<file path="config.mk">
export PLATFORM = sky130hd
export DESIGN_NAME = tkrs_ram
export DESIGN_NICKNAME = d
export VERILOG_FILES = /design/src/rtl/core/tkrs_ram.sv
export SDC_FILE = /design/constraint.sdc
export NUM_CORES = 1
export LEC_CHECK = 0
export BUFFER_PORTS_ARGS = -buffer_cell sky130_fd_sc_hd__buf_2
export CELL_PAD_IN_SITES_DETAIL_PLACEMENT = 1
export CELL_PAD_IN_SITES_GLOBAL_PLACEMENT = 1
export CORE_ASPECT_RATIO = 1.1
export CORE_MARGIN = 2
export CORE_UTILIZATION = 53
export CTS_CLUSTER_SIZE = 10
export DETAILED_ROUTE_END_ITERATION = 12
export HOLD_SLACK_MARGIN = 0.02
export PLACE_DENSITY_LB_ADDON = 0.1
export SYNTH_ARGS = -nofsm -noshare
export SYNTH_HDL_FRONTEND = slang
export SYNTH_SLANG_ARGS = --single-unit
</file>
<file path="constraint.sdc">
create_clock -name i_clk -period 2.4 [get_ports i_clk]
set_input_delay 0.48 -clock i_clk [delete_from_list [all_inputs] [get_ports i_clk]]
set_output_delay 0.48 -clock i_clk [all_outputs]
set_load 0.1 [all_outputs]
</file>
<file path="src/rtl/core/tkrs_ram.sv">
// Generic single-write, single-read RAM with registered read data.
`default_nettype none
module tkrs_ram #(
    parameter int Width = 8,
    parameter int Depth = 16
) (
    input  wire logic                     i_clk,
    input  wire logic                     i_we,
    input  wire logic [$clog2(Depth)-1:0] i_waddr,
    input  wire logic [Width-1:0]         i_wdata,
    input  wire logic [$clog2(Depth)-1:0] i_raddr,
    output logic      [Width-1:0]         o_rdata
);
    logic [Width-1:0] r_mem [Depth];

    always_ff @(posedge i_clk) begin
        if (i_we) begin
            r_mem[i_waddr] <= i_wdata;
        end
        o_rdata <= r_mem[i_raddr];
    end
endmodule
`default_nettype wire

</file>
==> summary.md <==
| Metric | Value |
|---|---|
| Synth Warn # | `0` |
| Cell family with most CP delay | `buffers and inverters` |
| CP Max Fanout | `1` |
| Clock Power Share | `a little over two fifths` |
| Layout cells sized above 1 | `between 20 and 30%` |
| Mapped Cells | `229` |
| Drt via density | `between 5 and 6` |
| Setup Fix Bufs, Post-CTS | `0` |
| Hold Slack | `about 0.34 ns` |
| Levels on crit path | `1` |
| FF-to-FF Start | `r_mem[1][0]` |
| Outcome | `completed` |
| Gr usage total | `between 20% and 30%` |
| Number of synthesized register bits | `about 140` |
| Reg clk slew, reported paths | `0.06 ns` |
| # rows | `37` |
| RD Place Congestion | `0.7237` |
| Final Routed Wirelength | `11,010 um` |
| Worst endpoint data arrival time | `1.35 ns` |
| Max IR drop VDD | `between 0.7 and 0.8 mV` |
| Die width | `approximately 100 um` |
| Reg2Reg Depth | `3` |
| Tcrit/Tclk final | `76.35%` |
| Clock latency on the worst-skew pair | `about 0.53 ns` |
| WP buf/inv | `1` |
| GR Overflow Total | `0` |
| Yosys cell types | `19` |
| DR iter-0 viols | `between 100 and 150` |
| Mean routed wirelength per cell | `between 20 and 30 um` |
| Final Skew | `around 0.011 ns` |
| Worst Setup EP | `o_rdata[7]` |
| Tightest Pin Transition | `about 0.52 ns` |
| Yosys top cell by area | `edfxtp_1` |
| CTS Hold Bufs | `0` |
| Slew HR | `between 60 and 70%` |
| Netlist area before placement | `around 0.0051 sq mm` |
| Final setup violation count | `0` |
| CTS tree | `built` |
| Filler Cells Inserted | `775` |
| Number of global-route vias before repair | `roughly 2,600` |
| IO buf count | `25` |
| H-Tree Depth | `4` |
| Initial antenna violation count | `0` |
| CP startpoint kind | `flip-flop` |
| Post-synthesis sequential area ratio | `77.78%` |
| Slew Viols, Final | `0` |
| Pre-Repair DR Iteration Count | `4` |
| Tot Pwr | `around 5.4 mW` |
| Yosys top cell area share | `between 70% and 80%` |
| Critical Path RT | `1.92 ns` |
| Clk root buf | `clkbuf_8` |
| Worst path cell trace | `buf_2` |
| Largest net degree at the start of global routing | `23` |
| Pint | `between 4 and 5 mW` |
| Core area | `approximately 0.0094 sq mm` |
| CTS Buf Count | `17` |
| Post-cts resize count | `0` |
| Most frequent cells after synthesis | `edfxtp_1 (128), mux4_2 (18), a22oi_1 (16), mux4_1 (14), nor2_1 (13)` |
| Worst Path Class, Setup | `flip-flop to output pin` |
| Combinational power share | `6.8%` |
| DRC | `0` |
| Bufs on Longest Clock Path | `2` |
| Area occupied by multi-input gates | `approximately 0.0011 sq mm` |
| Most frequent cell after synthesis | `edfxtp_1` |
| Die height | `approximately 110 um` |
| ANT cells | `0` |
| Worst Setup SP | `o_rdata[7]` |
| Reg2reg end | `o_rdata[0]` |
| Setup TNS | `0 ns` |
| P&R area growth vs syn | `18.01%` |
| Top FF cell, synth | `edfxtp_1` |
| First-pass GRT wire length | `around 16,000 um` |
| Slowest CP cell | `buf_2` |
| Cell Pwr Density | `between 800 and 900 mW/mm^2` |
| P_sw | `approximately 1.2 mW` |
| Register Area | `between 0.004 and 0.005 sq mm` |
| Post-synth EDFFs | `128` |
| Max cap viols | `0` |
| RSZ-0062 raised after global routing | `false` |
| # IOs | `26` |
| Slowest Stage Delay on Critical Path | `between 0.4 and 0.5 ns` |
| Initial Util | `roughly 55%` |
| Sequential power share | `about half` |
| DPL Wire Length | `a little under 7000 um` |
| Via count | `between 2,000 and 2,500` |
| Sw Share | `~21%` |
| Async set-reset flop share out of synthesis | `0%` |
| Worst Hold Class | `input port to flip-flop` |
| Area contributors post-synth | `edfxtp_1 (75%), mux4_2 (7.9%), mux4_1 (7.1%)` |
| Final Hold Vio Count | `0` |
| Reg2Reg Setup Slack | `about 0.94 ns` |
| Die area | `between 0.01 and 0.015 sq mm` |
| Num Clock Sinks | `approximately 140` |
| Nets | `slightly above 300` |
| Syn_nets | `~250` |
| FMAX | `between 500 and 600 MHz` |
| ANT nets after route | `0` |
| Crit. End Element | `output pin` |
| Fin crit period | `1.833 ns` |
| P_leak | `~2.1 nW` |
| Avg Cell Area, Syn | `approximately 22 sq um` |
[logic make-up after synthesis]
kind of cell,synth area share (%)
buf+inv,1.677
flops,77.78
mux,15.02
compound gates,2.334
simple gates,3.184
[power by group through the flow]
| stage | clock, mW | sequential, mW | combinational [mW] |
|---|---|---|---|
| final | 2.40 | 2.67 | 0.370 |
| after global routing | 2.51 | 2.68 | 0.391 |
| after CTS | 2.44 | 2.68 | 0.376 |
| after detailed placement | 0 | 2.72 | 0.374 |
| after global placement | 0 | 2.72 | 0.366 |
| after floorplan | 0 | 2.83 | 0.135 |
[cell type report]
cell class              count  share of cell area [%]
clock inverters             5                   1.277
well taps                 117                   2.410
repair buffers             47                   5.396
clock buffers              27                   7.600
flip-flops and latches    136                   65.91
multi-input cells          83                   17.40
[routing by layer]
| metal | GRT usage [%] | share of wire [%] | wire length (um) |
|---|---|---|---|
| met4 | 8.929 | 1.4 | 151 |
| met3 | 6.039 | 4.7 | 519 |
| met5 | 0 | 0 | 0 |
| met1 | 30.31 | 42 | 4616 |
| met2 | 37.08 | 52 | 5722 |
[worst min path at each step]
stage                      start  slack, ns      endpoint  depth (start not counted)
finish                i_wdata[0]       0.34  r_mem[13][0]                          1
global route          i_wdata[0]       0.33  r_mem[12][0]                          1
CTS                   i_wdata[0]       0.32  r_mem[13][0]                          1
global placement    r_mem[15][0]       0.65    o_rdata[0]                          3
detailed placement  r_mem[15][5]       0.66    o_rdata[5]                          3
floorplan             i_wdata[0]       0.58   r_mem[0][0]                          0
[through the flow]
stage	worst slack [ns]	area, sq um	cells	util, %
after detailed placement	0.4391	5535	383	58.90
final	0.5675	6075	415	64.64
after global routing	0.5343	6075	415	64.64
after CTS	0.5285	6075	415	64.64
after floorplan	0.4271	5147	229	-
after global placement	0.4649	5535	383	58.90
[placed cells by master, fill, tap and decap left out, types with 4 or more instances in the layout]
cell type	count
clkbuf_1	9
nand2_1	9
clkbuf_16	16
buf_2	25
nor3_1	4
mux4_1	14
buf_4	19
mux4_2	18
dfxtp_1	8
edfxtp_1	128
a22oi_1	16
nor2_1	13
[state kept, by name, summed over array words and instances (netlist names)]
register / cells
r_mem: 128
o_rdata: 8
Note: power is estimated with default switching activity, not from simulation.
