## src/rtl/core/tkrs_pkg.sv

```systemverilog
// Shared constants, types and helpers of the two-key radix sorter.
`default_nettype none
package tkrs_pkg;
    localparam int MaxRecords = 64;
    localparam int AddrW      = $clog2(MaxRecords);
    localparam int CntW       = AddrW + 1;
    localparam int FieldW     = 32;
    localparam int RecW       = 3 * FieldW;
    localparam int DigitW     = 8;
    localparam int PassSelW   = $clog2(FieldW / DigitW);
    localparam int PassW      = PassSelW + 2;
    localparam logic [PassW-1:0] PassEnd = PassW'(2 * (FieldW / DigitW));

    localparam logic [1:0] CfgKeyOrder = 2'd0;
    localparam logic [1:0] CfgValueEn  = 2'd1;
    localparam logic [1:0] CfgRankEn   = 2'd2;

    typedef struct packed {
        logic clear;
        logic valid;
    } t_rank_ctl;

    // Digit of one key for the digit position sel, least significant first.
    function automatic logic [DigitW-1:0] key_digit(input logic [FieldW-1:0] key,
                                                    input logic [PassSelW-1:0] sel);
        logic [FieldW-1:0] sh;
        sh = key >> (sel * DigitW);
        return sh[DigitW-1:0];
    endfunction
endpackage
`default_nettype wire

```

## src/rtl/core/tkrs_rank_unit.sv

```systemverilog
// Shared compare-and-count unit: finds the stable scatter position of one record.
`default_nettype none
module tkrs_rank_unit import tkrs_pkg::*; (
    input  wire logic              i_clk,
    input  wire t_rank_ctl         i_ctl,
    input  wire logic [DigitW-1:0] i_digit_i,
    input  wire logic [AddrW-1:0]  i_idx_i,
    input  wire logic [DigitW-1:0] i_digit_j,
    input  wire logic [CntW-1:0]   i_idx_j,
    output logic      [AddrW-1:0]  o_pos
);
    logic w_before;

    // A record lands after every smaller digit and after equal digits seen earlier.
    assign w_before = (i_digit_j < i_digit_i) ||
                      ((i_digit_j == i_digit_i) && (i_idx_j < {1'b0, i_idx_i}));

    always_ff @(posedge i_clk) begin
        if (i_ctl.clear) begin
            o_pos <= '0;
        end else if (i_ctl.valid && w_before) begin
            o_pos <= o_pos + AddrW'(1);
        end
    end
endmodule
`default_nettype wire

```

## config.mk

```make
export PLATFORM = sky130hd
export DESIGN_NAME = tkrs_rank_unit
export DESIGN_NICKNAME = d
export VERILOG_FILES = /design/src/rtl/core/tkrs_pkg.sv /design/src/rtl/core/tkrs_rank_unit.sv
export SDC_FILE = /design/constraint.sdc
export NUM_CORES = 1
export LEC_CHECK = 0
export CORE_UTILIZATION = 40
export DETAILED_ROUTE_END_ITERATION = 12
export DONT_BUFFER_PORTS = 1
export GPL_ROUTABILITY_DRIVEN = 0
export SYNTH_ARGS = -nofsm -noshare
export SYNTH_HDL_FRONTEND = slang
export SYNTH_SLANG_ARGS = --single-unit
```

## constraint.sdc

```tcl
create_clock -name i_clk -period 3.4 [get_ports i_clk]
set_clock_uncertainty 0.2 [all_clocks]
set_input_delay 0.51 -clock i_clk [delete_from_list [all_inputs] [get_ports i_clk]]
set_output_delay 0.51 -clock i_clk [all_outputs]
set_load 0.01 [all_outputs]
```

==> results.py <==
metrics = {
    "drt": {
        "ant_nets": 0,
        "finalWirelength_um": 1220,
        "wl_per_cell_um": 12.0,
        "via_count": 580,
        "via_per_inst": 5.69,
        "drt_iter0_drc": 9,
        "drc_errors": 2,
        "drt_pre_antenna_iters": 8,
    },
    "yosys": {
        "synth_cells": 84,
        "synth_xor_area_share_pct": 0,
        "synth_fa_ha_area_share_pct": 24.9,
        "yosysWarnings": 0,
        "yosys.area_share.simple_pct": 20.1,
        "postSynthAreaPerCell_um2": 8.39,
        "netlist_area_um2": 704,
        "synth_edf_count": 0,
        "synth.largest_area_cell": "ha_1",
        "synth_top_area_share_pct": 24.9,
        "synth_compound_area_share_pct": 21.7,
        "async_flop_share_pct": 0,
        "synth-seq-cells": 6,
        "synthesis.nets": 130,
        "synthFlopType": "dfxtp_1",
        "ys_seq_area_share_pct": 17.1,
        "yosys-top-cells-area": "ha_1 (25%), dfxtp_1 (17%), inv_1 (8.0%)",
        "synthMuxAreaShare_pct": 7.82,
        "yosysMostFrequentCell": "inv_1",
        "synth_top_family_by_area": "adder cells",
        "ys_top_cells_by_count": "inv_1 (15), ha_1 (14), dfxtp_1 (6)",
        "synth.distinct_cells": 27,
    },
    "cts": {
        "clk_latency_ns": 0.24,
        "root_buffer": "clkbuf_4",
        "hold_buffers": 0,
        "cts_made_buffers": 3,
        "clock_sinks": 6,
        "cts_tree": "yes",
        "htreeDepth": 1,
        "clockBufferDepth": 2,
        "clk_pin_slew_worst_paths_ns": 0.04,
        "cts_resized": 0,
        "postCtsSetupRepairBufs": 0,
    },
    "timing": {
        "setup_viol": 0,
        "fin_crit_sh_pct": 65.7,
        "rsz0062_at_grt": "false",
        "slew_headroom_pct": 77.2,
        "finalHoldViolCount": 0,
        "clock.fmax_mhz": 447,
        "fin_crit_ns": 2.24,
        "setup_tns_ns": 0,
        "worst_pin_slew_ns": 0.341,
        "slew_viol_final": 0,
    },
    "power_and_ir_drop": {
        "p_leak_uw": 0.000387,
        "p_int_uw": 134,
        "vdd_ir_drop_max_mv": 0.248,
        "swShare_pct": 28.0,
        "p_switching_uw": 51.9,
        "power_density_nw_per_um2": 250,
        "clockPowerShare_pct": 34.7,
        "combPwrFrac_pct": 24.3,
        "seq_power_share_pct": 41.0,
        "total_power_uw": 186,
    },
    "critical_path": {
        "critPathKind": "in2reg",
        "cp.arrival_ns": 2.16,
        "critPathRequiredTime_ns": 3.33,
        "endpoint_kind": "register",
        "path_max_fanout": 6,
        "startpoint_type": "input port",
    },
    "final_layout": {
        "nNetsFinal": 134,
        "fillCellCount": 161,
        "fin_area_um2": 743,
        "largest_reg_flops": 6,
        "largest_register": "o_pos",
        "reg_top3": "o_pos x6",
        "diodes": 0,
        "drive_gt1_share_pct": 10.5,
        "stdcell_count": 102,
        "area.growth.synth_to_final_pct": 5.51,
    },
    "global_routing": {
        "grt_pass1_vias": 547,
        "grt_max_degree": 12,
        "gr-usage-all-layers_pct": 13.6,
        "grt_antenna_before_repair": 0,
        "grt_pass1_wl_um": 2010,
        "grt-ovfl-total": 0,
    },
    "die": {
        "die_w_um": 44.0,
        "die_area_um2": 1930,
        "rows": 14,
        "core_area_um2": 1580,
        "chipHeight_um": 44.0,
        "initial_core_util_pct": 44.7,
        "pin_count": 38,
    },
    "worst_hold_path": {
        "hp-class": "in2reg",
    },
    "placed_design": {
        "io_buffers": 0,
        "post_dp_cell_area_um2": 721,
        "dp_cells": 99,
        "dp_hpwl_um": 1100,
    },
    "flow_run": {
        "maxCapViolations": 0,
    },
    "status": {
        "status": "finished with violations",
        "failed_checks": "design-rule violations",
    },
}
## cell usage in the layout (no fill, tap or decap)
| cell | Yosys | routed |
|---|---|---|
| a2111oi_4 | 1 | 1 |
| a211o_1 | 1 | 1 |
| a211oi_1 | 1 | 1 |
| a21boi_1 | 2 | 2 |
| a21o_1 | 3 | 3 |
| a21oi_1 | 4 | 4 |
| and3_1 | 2 | 2 |
| and4_1 | 1 | 1 |
| and4b_1 | 1 | 1 |
| clkbuf_4 | 0 | 3 |
| dfxtp_1 | 6 | 6 |
| ha_1 | 14 | 14 |
| inv_1 | 15 | 15 |
| mux2_1 | 1 | 1 |
| mux2_2 | 3 | 3 |
| mux2i_1 | 1 | 1 |
| nand2_1 | 2 | 2 |
| nand2b_1 | 4 | 4 |
| nand3_1 | 4 | 4 |
| nand3b_1 | 1 | 1 |
| nand4_1 | 1 | 1 |
| nor2_1 | 5 | 5 |
| nor2b_1 | 4 | 4 |
| o211ai_1 | 1 | 1 |
| o211ai_2 | 2 | 2 |
| o21ai_0 | 2 | 2 |
| o32ai_1 | 1 | 1 |
## power by group through the flow
| stage | clock [uW] | combinational, uW | sequential [uW] |
|---|---|---|---|
| 2_1_floorplan | 0 | 39.5 | 76.7 |
| 3_3_place_gp | 0 | 44.1 | 77.4 |
| 3_5_place_dp | 0 | 46.4 | 77.5 |
| 4_1_cts | 67.7 | 46.5 | 76.1 |
| 5_1_grt | 70.9 | 53.7 | 76.5 |
| 6_report | 64.4 | 45.0 | 76.1 |
## per-layer routing
| metal | global-route usage, % | vias up | wire length, um |
|---|---|---|---|
| met1 | 14.8 | 254 | 503 |
| met4 | 1.82 | 0 | 0 |
| met2 | 24.8 | 24 | 610 |
| met5 | 0 | - | 0 |
| li1 | - | 302 | - |
| met3 | 6.25 | 0 | 110 |
## worst max-delay path, cell delays in order
cell and delay (ns):
inv_1 0.02, ha_1 0.29, a21o_1 0.19, a2111oi_4 0.38, o211ai_2 0.22, a21boi_1 0.21
mux2_2 0.36
## path summary, 6_finish.rpt
kind	start	to	slack, ns	cells past startpoint
worst min-delay path	i_ctl[1]	o_pos[0]$_SDFFE_PP0P_	0.13	1
worst max register to register	o_pos[0]$_SDFFE_PP0P_	o_pos[5]$_SDFFE_PP0P_	1.69	4
worst max-delay path	i_idx_i[4]	o_pos[3]$_SDFFE_PP0P_	1.16	7
worst min register to register	o_pos[1]$_SDFFE_PP0P_	o_pos[1]$_SDFFE_PP0P_	0.36	2
## per-stage QoR
step / setup slack (ns) / hold slack, ns / utilization (%)
after floorplan: 1.03 / 0.316 / -
after detailed placement: 0.907 / 0.355 / 45.7
after global routing: 1.10 / 0.123 / 47.1
after global placement: 0.935 / 0.344 / 45.7
after CTS: 1.17 / 0.123 / 47.1
final: 1.16 / 0.131 / 47.1
## cell families (layout without fill, tap and decap cells)
family,after synthesis,in the layout
AO/OA/AOI/OAI,18,18
adder cells (fa/ha/maj),14,14
buffers and inverters,16,18
flip-flops,6,6
multiplexers,5,5
AND/OR/NAND/NOR,25,25
## layout make-up
type                    count  area (um2)  area share (%)
multi-input cells          62         524            70.5
well taps                  16        20.0            2.69
inverters                  15        56.3            7.58
flip-flops and latches      6         120            16.2
clock buffers               3        22.5            3.03
Note: power is estimated with default switching activity, not from simulation.
